==> src/hdl/rbpw_pkg.sv <==
`timescale 1ns / 1ps

package rbpw_pkg;

    localparam int FRAC_BITS    = 16;
    localparam int CORDIC_STEPS = 16;
    localparam int ATAN_LEN     = 24;
    localparam int CORDIC_ITERS = (CORDIC_STEPS < ATAN_LEN) ? CORDIC_STEPS : ATAN_LEN;
    localparam int CNT_W        = (CORDIC_ITERS > 1) ? $clog2(CORDIC_ITERS) : 1;
    localparam int ATAN_IDX_W   = $clog2(ATAN_LEN);

    localparam int COORD_W   = 32;
    localparam int GAIN_W    = 20;
    localparam int NOISE_W   = 16;
    localparam int G_W       = 18;
    localparam int CFG_IDX_W = 2;

    localparam int P_SHIFT  = FRAC_BITS - 8;
    localparam int P_W      = GAIN_W + G_W - P_SHIFT;
    localparam int RZ_SHIFT = 16;
    localparam int COR_W    = 34;
    localparam int MUL_W    = (P_W > COR_W) ? P_W : COR_W;
    localparam int PROD_W   = 2 * MUL_W;
    localparam int COS_FRAC = 30;

    localparam logic [CFG_IDX_W-1:0] CFG_SPIN   = CFG_IDX_W'(0);
    localparam logic [CFG_IDX_W-1:0] CFG_ZOOM   = CFG_IDX_W'(1);
    localparam logic [CFG_IDX_W-1:0] CFG_WEIGHT = CFG_IDX_W'(2);

    localparam logic signed [GAIN_W-1:0] SPIN_RESET   = GAIN_W'(314);
    localparam logic signed [GAIN_W-1:0] ZOOM_RESET   = GAIN_W'(0);
    localparam logic signed [GAIN_W-1:0] WEIGHT_RESET = GAIN_W'(65536);

    localparam logic [NOISE_W-1:0] NOISE_RESET = NOISE_W'(32768);
    localparam logic [G_W:0]       NOISE_BIAS  = (G_W + 1)'(131072);

    localparam logic [31:0] CORDIC_K   = 32'd652032874;
    localparam logic [31:0] INV_TWO_PI = 32'd42722830;
    localparam logic [31:0] HALF_TURN  = 32'h8000_0000;

    localparam logic [31:0] ATAN_TURNS [ATAN_LEN] = '{
        32'h20000000, 32'h12E4051D, 32'h09FB385B, 32'h051111D4, 32'h028B0D43, 32'h0145D7E1,
        32'h00A2F61E, 32'h00517C55, 32'h0028BE53, 32'h00145F2E, 32'h000A2F98, 32'h000517CC,
        32'h00028BE6, 32'h000145F3, 32'h0000A2F9, 32'h0000517C, 32'h000028BE, 32'h0000145F,
        32'h00000A2F, 32'h00000517, 32'h0000028B, 32'h00000145, 32'h000000A2, 32'h00000051
    };

    typedef logic signed [MUL_W-1:0]  mul_op_t;
    typedef logic signed [PROD_W-1:0] prod_t;
    typedef logic signed [COR_W-1:0]  cor_t;

    localparam prod_t RND_COS  = prod_t'(1) <<< (COS_FRAC - 1);
    localparam prod_t RND_FRAC = prod_t'(1) <<< (FRAC_BITS - 1);
    localparam prod_t RZ_ONE   = prod_t'(1) <<< FRAC_BITS;
    localparam prod_t SAT_HI   = prod_t'(2147483647);
    localparam prod_t SAT_LO   = -SAT_HI - prod_t'(1);

    typedef struct packed {
        logic        start;
        logic [31:0] angle;
    } cordic_req_t;

    typedef struct packed {
        logic    done;
        mul_op_t cos_val;
        mul_op_t sin_val;
    } cordic_rsp_t;

endpackage

==> src/hdl/rbpw_ring.sv <==
`timescale 1ns / 1ps

module rbpw_ring
(
    input  logic                                clk,
    input  logic                                rst_n,
    input  logic                                push,
    input  logic [rbpw_pkg::NOISE_W-1:0]        noise,
    output logic signed [rbpw_pkg::G_W-1:0]     g
);

    logic [rbpw_pkg::NOISE_W-1:0] ring_reg [4];
    logic [1:0]                   slot_reg;
    logic [rbpw_pkg::G_W:0]       sum;

    always_ff @(posedge clk or negedge rst_n)
    begin
        if (!rst_n)
        begin
            for (int i = 0; i < 4; i++)
            begin
                ring_reg[i] <= rbpw_pkg::NOISE_RESET;
            end
            slot_reg <= 2'd0;
        end
        else if (push)
        begin
            ring_reg[slot_reg] <= noise;
            slot_reg           <= slot_reg + 2'd1;
        end
    end

    assign sum = (rbpw_pkg::G_W + 1)'(ring_reg[0]) + (rbpw_pkg::G_W + 1)'(ring_reg[1])
               + (rbpw_pkg::G_W + 1)'(ring_reg[2]) + (rbpw_pkg::G_W + 1)'(ring_reg[3]);

    // sum of four samples less 2.0 in Q.16
    assign g = rbpw_pkg::G_W'(sum - rbpw_pkg::NOISE_BIAS);

endmodule

==> config.mk <==
export PLATFORM = sky130hd
export DESIGN_NAME = rbpw_ring
export DESIGN_NICKNAME = d
export VERILOG_FILES = /design/src/hdl/rbpw_pkg.sv /design/src/hdl/rbpw_ring.sv
export SDC_FILE = /design/constraint.sdc
export NUM_CORES = 1
export LEC_CHECK = 0
export BUFFER_PORTS_ARGS = -buffer_cell sky130_fd_sc_hd__clkbuf_2
export CAP_MARGIN = 25
export CORE_ASPECT_RATIO = 0.7
export CORE_MARGIN = 5
export CORE_UTILIZATION = 59
export DETAILED_ROUTE_END_ITERATION = 8
export PLACE_DENSITY = 0.79
export REMOVE_ABC_BUFFERS = 1
export SLEW_MARGIN = 15
export SYNTH_ARGS = -nofsm -noshare
export SYNTH_HDL_FRONTEND = slang
export SYNTH_SLANG_ARGS = --single-unit
export TNS_END_PERCENT = 20
==> constraint.sdc <==
create_clock -name clk -period 4.65 [get_ports clk]
set_input_delay 0.93 -clock clk [delete_from_list [all_inputs] [get_ports clk]]
set_output_delay 0.93 -clock clk [all_outputs]
set_load 0.05 [all_outputs]
==> results.md <==
* Status: complete, no violations
* Worst endpoint required time at 3.72 ns
* Met2 usage at between 30% and 40%
* Die width at between 100 and 150 um
* Slew Limit Fails at 0
* Period utilization at roughly 100%
* Final wirelength at 7818 um
* Mapped Cells at 361
* DR DRC count at 0
* Arrival @ worst endpoint at 3.64 ns
* Most common cell in the netlist: inv_1
* Global Route Usage Sum at 19.73%
* Antenna violations before repair at 0
* Most numerous cell on the critical path: fa_1
* DP HPWL at 5715 um
* Core area at 6819 um2
* Vert. Die Dim at 80.46 um
* FMAX at 218.8 MHz
* Routability Congestion at about 0.79
* Post-synth ARST share at 100.0%
* CTS sink cnt at 66
* DR pass1 iterations at 4
* Post-CTS setup buffers at 0
* H-tree depth at 3
* Worst relative slew slack at 39.69%
* Clock Pin Slew Worst Setup and Hold Paths at roughly 0.070 ns
* PortBufs at 36
* Row Count at 25
* Worst-path maximum fanout at 4
* Synth area leader: dfrtp_1
* EDFF count, synth at 0
* Max_cap viols at 0
* Crit path max-delay cell type: fa_1
* Mapped Avg Cell Area at roughly 12 um2
* Max clock buf depth at 2
* First-pass GRT wire length at 13460 um
* Yosys top cell area share at 37.08%
* Synth top area cells: dfrtp_1 (37%), mux2_2 (15%), fa_1 (15%), inv_1 (7.8%), ha_1 (6.3%)
* Setup CP Type: flop to primary output
* Final setup violating endpoints at 0
* Routed via count at about 2600
* Crit path cell chain: fa_1, fa_1, ha_2, fa_2, a21o_1, a311o_1, a31oi_4, o21ai_2, xor2_2, buf_8
* Fraction of layout cells with a size suffix above 1 at 29.90%
* Min-Delay Path Class: flop to flop
* Met3 GRT Util at 5.572%
* List of most frequent post-synthesis cells: inv_1 (87), dfrtp_1 (62), mux2_2 (57)
* Met1 Use GR at 26.36%
* Layout area overhead at 13.61%
* Root buffer cell: clkbuf_8
* Setup TNS at 0 ns
* Sequential share of the synthesized area at 39.59%
* Synth Register Bits at 66
* Final nets at 475
* I/O pin count at 37
* Crit. End Element: primary output
* Wire per inst at roughly 16 um
* GR Overflow Total at 0
* Yosys cell types at 36
* Reg2Reg Setup Slack at roughly 2.8 ns
* Min Clock Period, post-route at between 4 and 5 ns
* Largest net degree at the start of global routing at 37
* Die area at 8902 um2
* Initial drt markers at 110
* Antenna Nets Post-Route at 0
* Starting density of the core at around 61%
* RSZ-0062 raised after global routing: true
* Gr busiest metal: met2
* Clk Latency, worst-skew pair at ~0.35 ns
* Final Hold Fails at 0
* CTS tree: built
* Synth warn at 0
* Worst Max-Slew Pin Slew at ~0.9 ns
* CTS hold repair buffers at 0
* Main synth FF type: dfrtp_1
* Via density per instance at 5.153
* Largest register FFs at 64
* Skew final at 0.008421 ns
* CTS buffer count at 9
* Number of global-route vias before repair at ~2800
* Startpoint Class: flop
* Synth Cell Area at approximately 4200 um2
* Critical Path Max Stage Delay at ~0.57 ns
* Inserted Diodes at 0
## cell families after synthesis
family,synth area share (%)
muxes,17.23
and+or+nand+nor,3.499
DFF,39.59
adders and majority gates,21.59
AOI/OAI and AO/OA,6.639
buffers and inverters,8.523
xor gates and xnor gates,2.930
## stage by stage
step	util [%]	hold WS (ns)	setup WS, ns	instance area (um2)	instances
final	69.71	0.4938	0.08047	4753	502
after floorplan	-	0.4643	0.1110	4154	355
after global placement	65.39	0.4740	0.2761	4459	486
after CTS	69.30	0.4967	0.02543	4726	502
after detailed placement	65.39	0.4809	0.2370	4459	486
after global routing	69.71	0.5052	-0.02060	4753	502
## layer usage
layer / vias to the layer above / wire length [um] / part of all wire (%)
li1: 1242 / - / -
met1: 1287 / 3772 / 48
met2: 47 / 3607 / 46
met3: 11 / 333 / 4.3
met4: 0 / 105 / 1.3
met5: - / 0 / 0
## placed cells by master, fill, tap and decap left out, types with 3 or more instances in the layout
cell type	count
bufinv_16	3
a21oi_1	13
mux2_2	57
dfrtp_1	62
clkbuf_8	11
ha_1	19
nand2_1	15
mux2_1	7
dfstp_2	4
and3_1	4
a21o_1	5
o21ai_0	5
nand3_1	3
fa_1	31
clkbuf_4	3
inv_1	87
clkbuf_2	30
xnor2_1	4
xor2_1	9
## worst paths after layout
kind                       cells after the start   startpoint           end
max                                           10  ring_reg[1]         g[11]
min                                            1  ring_reg[7]   ring_reg[7]
max reg2reg                                    4  slot_reg[0]  ring_reg[19]
min reg2reg                                    1  ring_reg[7]   ring_reg[7]
max in group asynchronous                      2        rst_n  ring_reg[47]
min in group asynchronous                      1        rst_n   slot_reg[0]
## critical path: cells and delay by family, from the launching register on
kind,cells,cell delay (ns)
buf+inv,1,0.18
compound gates,4,0.92
flops,1,0.40
fa+ha+maj,4,1.59
xor+xnor,1,0.21
## final cells by class
cell class | instances | area, um2
Sequential cell | 66 | 1657
Multi-Input combinational cell | 202 | 2192
Clock buffer | 12 | 155.1
Timing Repair Buffer | 37 | 207.7
Fill cell | 526 | 2066
Clock inverter | 4 | 97.59
Tap cell | 94 | 117.6
Inverter | 87 | 326.6
## what timing repair did
item,in CTS,in global routing
gates resized for setup,4,14
hold endpoints to repair,0,0
gates cloned,0,0
pin swaps,2,0
setup endpoints to repair,5,6
Power is left out: the tool's default activity adds up to more than one toggle a clock period on the data nets, which glitch-free logic cannot reach.
