$ cat src/hdl/rbpw_pkg.sv
`timescale 1ns / 1ps

package rbpw_pkg;

    localparam int FRAC_BITS    = 16;
    localparam int CORDIC_STEPS = 16;
    localparam int ATAN_LEN     = 24;
    localparam int CORDIC_ITERS = (CORDIC_STEPS < ATAN_LEN) ? CORDIC_STEPS : ATAN_LEN;
    localparam int CNT_W        = (CORDIC_ITERS > 1) ? $clog2(CORDIC_ITERS) : 1;
    localparam int ATAN_IDX_W   = $clog2(ATAN_LEN);

    localparam int COORD_W   = 32;
    localparam int GAIN_W    = 20;
    localparam int NOISE_W   = 16;
    localparam int G_W       = 18;
    localparam int CFG_IDX_W = 2;

    localparam int P_SHIFT  = FRAC_BITS - 8;
    localparam int P_W      = GAIN_W + G_W - P_SHIFT;
    localparam int RZ_SHIFT = 16;
    localparam int COR_W    = 34;
    localparam int MUL_W    = (P_W > COR_W) ? P_W : COR_W;
    localparam int PROD_W   = 2 * MUL_W;
    localparam int COS_FRAC = 30;

    localparam logic [CFG_IDX_W-1:0] CFG_SPIN   = CFG_IDX_W'(0);
    localparam logic [CFG_IDX_W-1:0] CFG_ZOOM   = CFG_IDX_W'(1);
    localparam logic [CFG_IDX_W-1:0] CFG_WEIGHT = CFG_IDX_W'(2);

    localparam logic signed [GAIN_W-1:0] SPIN_RESET   = GAIN_W'(314);
    localparam logic signed [GAIN_W-1:0] ZOOM_RESET   = GAIN_W'(0);
    localparam logic signed [GAIN_W-1:0] WEIGHT_RESET = GAIN_W'(65536);

    localparam logic [NOISE_W-1:0] NOISE_RESET = NOISE_W'(32768);
    localparam logic [G_W:0]       NOISE_BIAS  = (G_W + 1)'(131072);

    localparam logic [31:0] CORDIC_K   = 32'd652032874;
    localparam logic [31:0] INV_TWO_PI = 32'd42722830;
    localparam logic [31:0] HALF_TURN  = 32'h8000_0000;

    localparam logic [31:0] ATAN_TURNS [ATAN_LEN] = '{
        32'h20000000, 32'h12E4051D, 32'h09FB385B, 32'h051111D4, 32'h028B0D43, 32'h0145D7E1,
        32'h00A2F61E, 32'h00517C55, 32'h0028BE53, 32'h00145F2E, 32'h000A2F98, 32'h000517CC,
        32'h00028BE6, 32'h000145F3, 32'h0000A2F9, 32'h0000517C, 32'h000028BE, 32'h0000145F,
        32'h00000A2F, 32'h00000517, 32'h0000028B, 32'h00000145, 32'h000000A2, 32'h00000051
    };

    typedef logic signed [MUL_W-1:0]  mul_op_t;
    typedef logic signed [PROD_W-1:0] prod_t;
    typedef logic signed [COR_W-1:0]  cor_t;

    localparam prod_t RND_COS  = prod_t'(1) <<< (COS_FRAC - 1);
    localparam prod_t RND_FRAC = prod_t'(1) <<< (FRAC_BITS - 1);
    localparam prod_t RZ_ONE   = prod_t'(1) <<< FRAC_BITS;
    localparam prod_t SAT_HI   = prod_t'(2147483647);
    localparam prod_t SAT_LO   = -SAT_HI - prod_t'(1);

    typedef struct packed {
        logic        start;
        logic [31:0] angle;
    } cordic_req_t;

    typedef struct packed {
        logic    done;
        mul_op_t cos_val;
        mul_op_t sin_val;
    } cordic_rsp_t;

endpackage

$ cat src/hdl/rbpw_cordic.sv
`timescale 1ns / 1ps

module rbpw_cordic
(
    input  logic                      clk,
    input  logic                      rst_n,
    input  rbpw_pkg::cordic_req_t     req,
    output rbpw_pkg::cordic_rsp_t     rsp
);

    logic                         busy_reg;
    logic                         done_reg;
    logic [rbpw_pkg::CNT_W-1:0]   iter_reg;
    logic                         flip_reg;
    rbpw_pkg::cor_t               x_reg;
    rbpw_pkg::cor_t               y_reg;
    rbpw_pkg::cor_t               z_reg;
    rbpw_pkg::mul_op_t            cos_reg;
    rbpw_pkg::mul_op_t            sin_reg;

    logic                         flip_next;
    logic [31:0]                  angle_red;
    rbpw_pkg::cor_t               dx;
    rbpw_pkg::cor_t               dy;
    rbpw_pkg::cor_t               at;
    rbpw_pkg::cor_t               x_next;
    rbpw_pkg::cor_t               y_next;
    rbpw_pkg::cor_t               z_next;
    logic                         last;

    // second and third quarter turn: rotate by half a turn, negate at the end
    assign flip_next = (req.angle[31:30] == 2'b01) || (req.angle[31:30] == 2'b10);
    assign angle_red = flip_next ? (req.angle + rbpw_pkg::HALF_TURN) : req.angle;

    assign dx   = y_reg >>> iter_reg;
    assign dy   = x_reg >>> iter_reg;
    assign at   = rbpw_pkg::COR_W'(rbpw_pkg::ATAN_TURNS[rbpw_pkg::ATAN_IDX_W'(iter_reg)]);
    assign last = (iter_reg == rbpw_pkg::CNT_W'(rbpw_pkg::CORDIC_ITERS - 1));

    always_comb
    begin
        if (!z_reg[rbpw_pkg::COR_W-1])
        begin
            x_next = x_reg - dx;
            y_next = y_reg + dy;
            z_next = z_reg - at;
        end
        else
        begin
            x_next = x_reg + dx;
            y_next = y_reg - dy;
            z_next = z_reg + at;
        end
    end

    always_ff @(posedge clk or negedge rst_n)
    begin
        if (!rst_n)
        begin
            busy_reg <= 1'b0;
            done_reg <= 1'b0;
            iter_reg <= '0;
        end
        else
        begin
            done_reg <= 1'b0;
            if (req.start)
            begin
                busy_reg <= 1'b1;
                iter_reg <= '0;
            end
            else if (busy_reg)
            begin
                iter_reg <= iter_reg + rbpw_pkg::CNT_W'(1);
                if (last)
                begin
                    busy_reg <= 1'b0;
                    done_reg <= 1'b1;
                end
            end
        end
    end

    always_ff @(posedge clk)
    begin
        if (req.start)
        begin
            flip_reg <= flip_next;
            x_reg    <= rbpw_pkg::COR_W'(rbpw_pkg::CORDIC_K);
            y_reg    <= '0;
            z_reg    <= rbpw_pkg::COR_W'(signed'(angle_red));
        end
        else if (busy_reg)
        begin
            x_reg <= x_next;
            y_reg <= y_next;
            z_reg <= z_next;
            if (last)
            begin
                cos_reg <= rbpw_pkg::MUL_W'(flip_reg ? -x_next : x_next);
                sin_reg <= rbpw_pkg::MUL_W'(flip_reg ? -y_next : y_next);
            end
        end
    end

    assign rsp.done    = done_reg;
    assign rsp.cos_val = cos_reg;
    assign rsp.sin_val = sin_reg;

endmodule
$ cat config.mk
export PLATFORM = sky130hd
export DESIGN_NAME = rbpw_cordic
export DESIGN_NICKNAME = d
export VERILOG_FILES = /design/src/hdl/rbpw_pkg.sv /design/src/hdl/rbpw_cordic.sv
export SDC_FILE = /design/constraint.sdc
export NUM_CORES = 1
export LEC_CHECK = 0
export ABC_CLOCK_PERIOD_IN_PS = 8080
export BUFFER_PORTS_ARGS = -buffer_cell sky130_fd_sc_hd__buf_2
export CORE_AREA = 4 4 190 265
export CTS_CLUSTER_SIZE = 20
export DETAILED_ROUTE_END_ITERATION = 6
export DIE_AREA = 0 0 194 269
export PLACE_DENSITY_LB_ADDON = 0.3
export REMOVE_ABC_BUFFERS = 1
export SLEW_MARGIN = 30
export SYNTH_ARGS = -nofsm -noshare
export SYNTH_HDL_FRONTEND = slang
export SYNTH_SLANG_ARGS = --single-unit
export TNS_END_PERCENT = 30
$ cat constraint.sdc
create_clock -name clk -period 8.08 [get_ports clk]
set_input_delay 0.808 -clock clk [delete_from_list [all_inputs] [get_ports clk]]
set_output_delay 0.808 -clock clk [all_outputs]
set_load 0.03 [all_outputs]
==> results.txt <==
Die Height - 269 um
Post-Synth Simple-Gate Area - 18.1%
Min-Delay Path Class - in2async
Count of cell types in the netlist - 93
Number of clock sinks - 177
Drt pass-1 iters - 5
Setup TNS - 0 ps
DRT iter0 DRCs - 1267
Final-report max-slew violation count - 0
Buffers on Ports - 103
H-tree depth - 4
Routed wire per std cell - 20.4 um
Final Instance Area - 0.0206 mm2
Synth area leader - edfxtp_1
Routed Antenna Nets - 0
Final worst-path cycle share - 92.0%
Post-synth EDFFs - 103
Most common cell in the synthesized netlist - nand2_1
GRT Total Usage - 22.3%
Vias per Instance - 5.95
Core box area - 0.0480 mm2
Via count - 17400
Largest net degree at the start of global routing - 89
Initial Util - 39.5%
Final WL - 59.6 mm
Setup Buffers After CTS - 0
Initial antenna violation count - 0
Diode count - 0
Peak Freq - 134 MHz
Post-CTS sizing - 0
Crit start category - flip-flop
Top post-synthesis cells by area - edfxtp_1 16%, mux4_2 7.2%, ha_1 7.2%
Placed cell area - 0.0200 mm2
Gr ovfl total - 0
Final Core Density - 42.8%
Layout fillers - 4811
CP Max Fanout - 50
Area growth from synthesis to layout - 8.30%
Post-synth top area share - 16.3%
Outcome - completed
Clock-pin slew on the worst setup and hold paths - 80 ps
Drt drc - 0
Post-CTS Hold Buffers - 0
Relative slew slack - 38.8%
Detailed placement HPWL - 45.3 mm
Post-synth ARST share - 3.39%
Adder-Cell Fraction of Synth Area - 7.50%
Worst skew pair latency - 470 ps
Synth Flop Type - edfxtp_1
# IOs - 104
Synth Instances - 2261
Crit end category - flip-flop
First-pass GRT wire length - 94.0 mm
CTS Buf Count - 17
Synth Area in XOR/XNOR - 11.1%
Synth top cells by count - 244 x nand2_1, 214 x nor2_1, 173 x a21oi_1
Max-Cap Viols - 0
Mux cell area share after synthesis - 14.3%
Vias in the first global route - 17200
Mapped cell area - 0.0190 mm2
Largest family of logic cells by synthesized area - compound AO/OA/AOI/OAI gates
RSZ-0062 raised after global routing - no
Final hold violations - 0
Endpoints failing setup - 0
Clock root cell - clkbuf_16
RD Place Congestion - 0.958
Clk buf depth - 2
Tightest Pin Transition - 919 ps
Rows - 95
Minimum clock period - 7440 ps
CP required - 8290 ps
Share of cells above drive strength 1 - 12.7%
CTS tree - built
Crit path DAT - 7650 ps
Die X - 194 um
Crit Path Class - reg2reg
YS warnings - 0
Multi-input gate area - 0.0136 mm2
Seq cells post-synth - 177
Register area share after synthesis - 24.2%
Syn avg cell area - 8.40 um2
Synth Area in Compound Gates - 20.4%
Die footprint - 0.0522 mm2
Seq. cell area - 0.00462 mm2
Nets - 2433
Final setup skew - 12.3 ps
## worst paths after layout
check,slack [ps],start,depth (start not counted),endpoint
min in group clk,500,y_reg[0],2,y_reg[0]
max in group asynchronous,7750,rst_n,1,busy_reg
worst min register to register,500,y_reg[0],2,y_reg[0]
worst max register to register,640,iter_reg[1],19,sin_reg[33]
worst max-delay path,640,iter_reg[1],19,sin_reg[33]
worst min-delay path,150,rst_n,1,iter_reg[2]
## critical path: stages (launching register included)
cell,delay [ps]
dfrtp_4,870
clkinv_1,460
a2111oi_0,630
nor3_1,120
o32ai_1,470
nor4bb_1,770
a21oi_1,180
xor2_1,190
ha_1,370
a21oi_1,370
o21ai_0,260
a31o_2,350
nor3_1,120
and3_1,170
nor3_1,80
nand2b_1,210
or4b_1,560
or3b_1,430
o41ai_1,420
xnor2_1,110
## routing by layer
metal  vias up  share of wire (%)  global-route usage, %
met2       567                 51                   41.1
met3       163                4.8                   2.95
met5         -                  0                      0
li1       8374                  -                      -
met4         0                5.0                   10.8
met1      8312                 39                   25.5
## cell type report
class | count | area share, %
Clock buffer | 18 | 2.14
Clock inverter | 14 | 0.627
Inverter | 62 | 1.13
Multi-Input combinational cell | 1891 | 65.9
Sequential cell | 177 | 22.5
Tap cell | 630 | 3.83
Timing Repair Buffer | 137 | 3.86
## cells in the final DEF (no fill, tap or decap), drive strengths merged, types with 29 or more instances in the layout
cell type and count:
a21o 34, ha 109, nor2 214, mux4 61
a31oi 33, nor3 45, nand2 244, dfxtp 68
edfxtp 103, buf 137, a21oi 173, mux2i 102
xnor2 147, nand3 37, nand2b 34, and3 30
mux2 29, inv 65, xor2 94, o21ai 171
## kinds of logic after synthesis
kind of cell / after synthesis
adder cells (fa/ha/maj): 112
flip-flops: 177
XOR/XNOR: 241
buffers and inverters: 193
AO/OA/AOI/OAI: 616
AND/OR/NAND/NOR: 730
multiplexers: 192
## stage by stage
step	hold slack [ps]	setup WS [ps]	instances
6_report	155	644	2929
5_1_grt	142	127	2929
3_5_place_dp	490	820	2896
3_3_place_gp	488	1010	2896
2_1_floorplan	464	-1470	2130
4_1_cts	134	783	2928
Power is not shown: default switching activity piles up to over one toggle a cycle in this logic, so the estimate is an artifact.
