==> src/hdl/rbpw_pkg.sv <==
`timescale 1ns / 1ps

package rbpw_pkg;

    localparam int FRAC_BITS    = 16;
    localparam int CORDIC_STEPS = 16;
    localparam int ATAN_LEN     = 24;
    localparam int CORDIC_ITERS = (CORDIC_STEPS < ATAN_LEN) ? CORDIC_STEPS : ATAN_LEN;
    localparam int CNT_W        = (CORDIC_ITERS > 1) ? $clog2(CORDIC_ITERS) : 1;
    localparam int ATAN_IDX_W   = $clog2(ATAN_LEN);

    localparam int COORD_W   = 32;
    localparam int GAIN_W    = 20;
    localparam int NOISE_W   = 16;
    localparam int G_W       = 18;
    localparam int CFG_IDX_W = 2;

    localparam int P_SHIFT  = FRAC_BITS - 8;
    localparam int P_W      = GAIN_W + G_W - P_SHIFT;
    localparam int RZ_SHIFT = 16;
    localparam int COR_W    = 34;
    localparam int MUL_W    = (P_W > COR_W) ? P_W : COR_W;
    localparam int PROD_W   = 2 * MUL_W;
    localparam int COS_FRAC = 30;

    localparam logic [CFG_IDX_W-1:0] CFG_SPIN   = CFG_IDX_W'(0);
    localparam logic [CFG_IDX_W-1:0] CFG_ZOOM   = CFG_IDX_W'(1);
    localparam logic [CFG_IDX_W-1:0] CFG_WEIGHT = CFG_IDX_W'(2);

    localparam logic signed [GAIN_W-1:0] SPIN_RESET   = GAIN_W'(314);
    localparam logic signed [GAIN_W-1:0] ZOOM_RESET   = GAIN_W'(0);
    localparam logic signed [GAIN_W-1:0] WEIGHT_RESET = GAIN_W'(65536);

    localparam logic [NOISE_W-1:0] NOISE_RESET = NOISE_W'(32768);
    localparam logic [G_W:0]       NOISE_BIAS  = (G_W + 1)'(131072);

    localparam logic [31:0] CORDIC_K   = 32'd652032874;
    localparam logic [31:0] INV_TWO_PI = 32'd42722830;
    localparam logic [31:0] HALF_TURN  = 32'h8000_0000;

    localparam logic [31:0] ATAN_TURNS [ATAN_LEN] = '{
        32'h20000000, 32'h12E4051D, 32'h09FB385B, 32'h051111D4, 32'h028B0D43, 32'h0145D7E1,
        32'h00A2F61E, 32'h00517C55, 32'h0028BE53, 32'h00145F2E, 32'h000A2F98, 32'h000517CC,
        32'h00028BE6, 32'h000145F3, 32'h0000A2F9, 32'h0000517C, 32'h000028BE, 32'h0000145F,
        32'h00000A2F, 32'h00000517, 32'h0000028B, 32'h00000145, 32'h000000A2, 32'h00000051
    };

    typedef logic signed [MUL_W-1:0]  mul_op_t;
    typedef logic signed [PROD_W-1:0] prod_t;
    typedef logic signed [COR_W-1:0]  cor_t;

    localparam prod_t RND_COS  = prod_t'(1) <<< (COS_FRAC - 1);
    localparam prod_t RND_FRAC = prod_t'(1) <<< (FRAC_BITS - 1);
    localparam prod_t RZ_ONE   = prod_t'(1) <<< FRAC_BITS;
    localparam prod_t SAT_HI   = prod_t'(2147483647);
    localparam prod_t SAT_LO   = -SAT_HI - prod_t'(1);

    typedef struct packed {
        logic        start;
        logic [31:0] angle;
    } cordic_req_t;

    typedef struct packed {
        logic    done;
        mul_op_t cos_val;
        mul_op_t sin_val;
    } cordic_rsp_t;

endpackage

==> src/hdl/rbpw_mul.sv <==
`timescale 1ns / 1ps

module rbpw_mul
(
    input  logic                  clk,
    input  rbpw_pkg::mul_op_t     a,
    input  rbpw_pkg::mul_op_t     b,
    output rbpw_pkg::prod_t       prod
);

    rbpw_pkg::prod_t prod_reg;

    always_ff @(posedge clk)
    begin
        prod_reg <= a * b;
    end

    assign prod = prod_reg;

endmodule

==> config.mk <==
export PLATFORM = sky130hd
export DESIGN_NAME = rbpw_mul
export DESIGN_NICKNAME = d
export VERILOG_FILES = /design/src/hdl/rbpw_pkg.sv /design/src/hdl/rbpw_mul.sv
export SDC_FILE = /design/constraint.sdc
export NUM_CORES = 2
export LEC_CHECK = 0
export BUFFER_PORTS_ARGS = -buffer_cell sky130_fd_sc_hd__buf_2
export CAP_MARGIN = 20
export CELL_PAD_IN_SITES_DETAIL_PLACEMENT = 1
export CELL_PAD_IN_SITES_GLOBAL_PLACEMENT = 2
export CORE_ASPECT_RATIO = 1.1
export CORE_MARGIN = 3
export CORE_UTILIZATION = 43
export DETAILED_ROUTE_END_ITERATION = 6
export PLACE_DENSITY = 0.87
export SYNTH_ARGS = -nofsm -noshare
export SYNTH_HDL_FRONTEND = slang
export SYNTH_SLANG_ARGS = --single-unit
==> constraint.sdc <==
create_clock -name clk -period 12.55 [get_ports clk]
set_input_delay 2.51 -clock clk [delete_from_list [all_inputs] [get_ports clk]]
set_output_delay 2.51 -clock clk [all_outputs]
set_load 0.02 [all_outputs]
==> impl_metrics.sql <==
INSERT INTO impl_metrics (metric_group, metric, value, unit) VALUES
('cells_and_area', 'instances_no_fill', '5813', ''),
('route', 'drt_first_iter_violations', '1540', ''),
('cts', 'clock-root-buffer', 'clkbuf_16', ''),
('critical_path', 'path_max_fanout', '34', ''),
('sta', 'hold_viol', '0', ''),
('sta', 'grt_setup_unrepaired', 'false', ''),
('cts', 'cts.clk_slew.worst_paths', '70', 'ps'),
('die', 'floorplan.rows', '121', ''),
('route', 'routedWlPerCell', '22.6', 'µm'),
('cells_and_area', 'areaGrowthSynthToFinish', '4.56', '%'),
('cells_and_area', 'largest_register_ffs', '68', ''),
('logic_synthesis', 'post_synth_inst_count', '4554', ''),
('die', 'die-width', '308', 'µm'),
('route', 'drtAntennaViolNets', '0', ''),
('die', 'initial_core_util', '0.434', ''),
('cells_and_area', 'final_layout_fill_cell_count', '11308', ''),
('cts', 'tritoncts', 'built', ''),
('placed_design', 'dp_cells', '5788', ''),
('outcome', 'outcome', 'finished clean', ''),
('logic_synthesis', 'simple_logic_cell_fraction_of_the_synthesized_area', '0.154', ''),
('logic_synthesis', 'yosysSeqAreaShare', '0.0316', ''),
('logic_synthesis', 'synth_top_family_by_area', 'adder cells', ''),
('logic_synthesis', 'ys_seq_elements', '68', ''),
('sta', 'finalSetupViolations', '0', ''),
('cts', 'cts-root-to-sink-buffers', '2', ''),
('logic_synthesis', 'synth.mux.area_fraction', '0', ''),
('sta', 'final_max_slew_viol_count', '0', ''),
('sta', 'timing.slew.headroom', '0.260', ''),
('die', 'core-area', '99200', 'µm²'),
('placed_design', 'detailed_place_hpwl', '105000', 'µm'),
('hold_path', 'hold_class', 'in -> reg', ''),
('cts', 'clock_sink_count', '68', ''),
('grt', 'grt_pass1_wl', '211000', 'µm'),
('placed_design', 'place.port_buffers', '136', ''),
('logic_synthesis', 'synth_warnings', '0', ''),
('logic_synthesis', 'synth_area_per_cell', '9.45', 'µm²'),
('cts', 'tritoncts.num_buffers', '9', ''),
('route', 'drt_pre_antenna_iters', '5', ''),
('route', 'postRouteWirelength', '131000', 'µm'),
('sta', 'post-route-period-util', '0.842', ''),
('logic_synthesis', 'post_synthesis_cell_area', '43000', 'µm²'),
('cells_and_area', 'finalNetCount', '6022', ''),
('cts', 'post_cts_resized', '0', ''),
('cts', 'post_cts_setup_inserts', '0', ''),
('logic_synthesis', 'async_s_r_ff_share_synth', '0', ''),
('logic_synthesis', 'area_share_of_fa_ha_maj_cells_after_synthesis', '0.637', ''),
('sta', 'period_needed', '10570', 'ps'),
('sta', 'tightestPinTransition', '1110', 'ps'),
('grt', 'grt-ovfl-total', '0', ''),
('placed_design', 'globalplace.congestion', '0.864', ''),
('cells_and_area', 'utilization', '0.454', ''),
('route', 'remaining_drc_errors', '0', ''),
('logic_synthesis', 'compound_cell_area_share_of_the_yosys_netlist', '0.0335', ''),
('run', 'drv.max_cap_violation_count', '0', ''),
('die', 'die-area', '104000', 'µm²'),
('sta', 'max_freq', '94.6', 'MHz'),
('logic_synthesis', 'synth_top_flop_cell', 'dfxtp_1', ''),
('route', 'viasPerCell', '5.18', ''),
('logic_synthesis', 'synth-edff-count', '0', ''),
('critical_path', 'startpoint_type', 'primary input', ''),
('die', 'die-height', '338', 'µm'),
('critical_path', 'worst-endpoint-arrival', '10880', 'ps'),
('route', 'detailroute.via_count', '30112', ''),
('grt', 'initial_antenna_violation_count', '19', ''),
('die', 'io_pins', '137', ''),
('grt', 'overall_global_routing_usage', '0.269', ''),
('logic_synthesis', 'post_synth_xor_area_fraction', '0.0161', ''),
('sta', 'finalSetupTns', '0', 'ps'),
('logic_synthesis', 'syn-num-nets', '6068', ''),
('critical_path', 'setup.worst_path.end_class', 'flip-flop', ''),
('logic_synthesis', 'netlist-cell-type-count', '69', ''),
('grt', 'grt_pass1_vias', '36350', ''),
('cts', 'cts.hold.buffers_added', '0', ''),
('cells_and_area', 'share_of_cells_above_drive_strength_1', '0.0485', ''),
('grt', 'largest_net_degree_at_the_start_of_global_routing', '35', ''),
('cts', 'cts-htree-levels', '3', ''),
('critical_path', 'criticalPathCategory', 'in -> reg', ''),
('critical_path', 'cp.required', '12860', 'ps');
layout by cell type (no fill, tap or decap), types with 4 or more instances in the layout:
cell type	synthesis	layout
o21ai_0	31	31
and3_1	5	5
nand3_1	11	11
xnor2_1	56	56
nand2b_1	20	20
a21oi_1	61	61
inv_1	1231	1231
o21a_1	4	4
or2_2	4	4
a31oi_1	7	7
nor3_1	5	5
clkbuf_16	0	9
a211oi_1	6	6
xor2_1	23	23
fa_1	1241	1241
nand2_1	542	542
buf_4	4	35
nand4_1	11	11
o21ai_1	7	7
buf_2	2	136
dfxtp_1	68	68
a21o_1	37	37
o21bai_1	12	12
diode_2	0	9
nor2_1	54	54
ha_1	204	204
nor2b_1	9	9
and2_1	621	621
final cells by class:
type / count / area (µm²) / share of cell area
Antenna cell: 9 / 22.5 / 0.000501
Timing Repair Buffer: 171 / 943 / 0.0210
Tap cell: 1291 / 1620 / 0.0359
Clock buffer: 9 / 225 / 0.00501
Clock inverter: 7 / 57.6 / 0.00128
Inverter: 1232 / 4620 / 0.103
Sequential cell: 68 / 1360 / 0.0303
Multi-Input combinational cell: 3026 / 36100 / 0.803
path summary, 6_finish.rpt:
path,from,cells after the start,to
max,b[1],21,prod[66]
min,b[0],2,prod[0]
cell usage after synthesis, types with 2 or more instances:
cell         n  area [µm²]
a2111o_1     2        22.5
nor3_1       5        25.0
o211ai_1     3        22.5
o221ai_1     2        17.5
a31oi_2      2        25.0
xor2_1      23         201
o21a_1       4        30.0
buf_1        2        7.51
o21ai_1      7        35.0
o31ai_4      2        42.5
a21oi_1     61         305
o21bai_1    12        90.1
o41ai_1      3        26.3
a211o_1      2        17.5
o41ai_2      3        48.8
and3_1       5        31.3
and3_2       3        22.5
clkbuf_1   214         803
nor2_1      54         203
xnor2_1     56         490
ha_1       204        2550
o21ai_0     31         155
fa_1      1241       24800
nand4_1     11        68.8
nor2b_1      9        56.3
clkbuf_2     2        10.0
and2_2       2        15.0
nor2_2       2        12.5
and2_1     621        3880
a221oi_1     3        26.3
a31oi_1      7        43.8
a211oi_1     6        45.0
o21ai_2      2        17.5
or2_2        4        25.0
nand3_1     11        55.1
nand2b_1    20         125
a21o_1      37         278
nand2_1    542        2030
inv_1     1231        4620
dfxtp_1     68        1360
buf_4        4        30.0
a21oi_2      2        17.5
buf_2        2        10.0
and4_1       2        17.5
per-stage QoR:
| step | hold WS [ps] | setup WS [ps] | cell area (µm²) |
|---|---|---|---|
| final | 2710 | 1980 | 45000 |
| after global routing | 2730 | 1550 | 45000 |
| after CTS | 2700 | 1980 | 45000 |
| after detailed placement | 2930 | 1530 | 44700 |
| after global placement | 2930 | 1680 | 44700 |
| after floorplan | 2640 | 2550 | 43000 |
layer usage:
| metal | global-route usage | wire length (µm) | up-vias |
|---|---|---|---|
| li1 | - | - | 12691 |
| met1 | 0.327 | 50400 | 16321 |
| met2 | 0.487 | 68900 | 774 |
| met3 | 0.0364 | 6350 | 316 |
| met4 | 0.104 | 5670 | 10 |
| met5 | 0 | 74 | - |
kinds of logic (layout without fill, tap and decap cells):
kind of cell,Yosys count,after routing
compound gates,206,206
fa+ha+maj,1445,1445
xor+xnor,79,79
other cells,0,9
flops,68,68
simple gates,1296,1296
buf+inv,1460,1419
worst max-delay path, stage by stage:
cell and delay, ps:
buf_2 500, nand2_1 200, inv_1 180, fa_1 510, fa_1 630, fa_1 750, fa_1 1330, fa_1 580
fa_1 500, fa_1 490, inv_1 50, fa_1 480, inv_1 50, ha_1 380, and2_1 290, nand2_1 110
o41ai_1 540, a31oi_4 110, o31ai_4 410, a221oi_2 110, xnor2_1 130
Power is left out: the tool's default activity adds up to more than one toggle a clock period on the data nets, which glitch-free logic cannot reach.
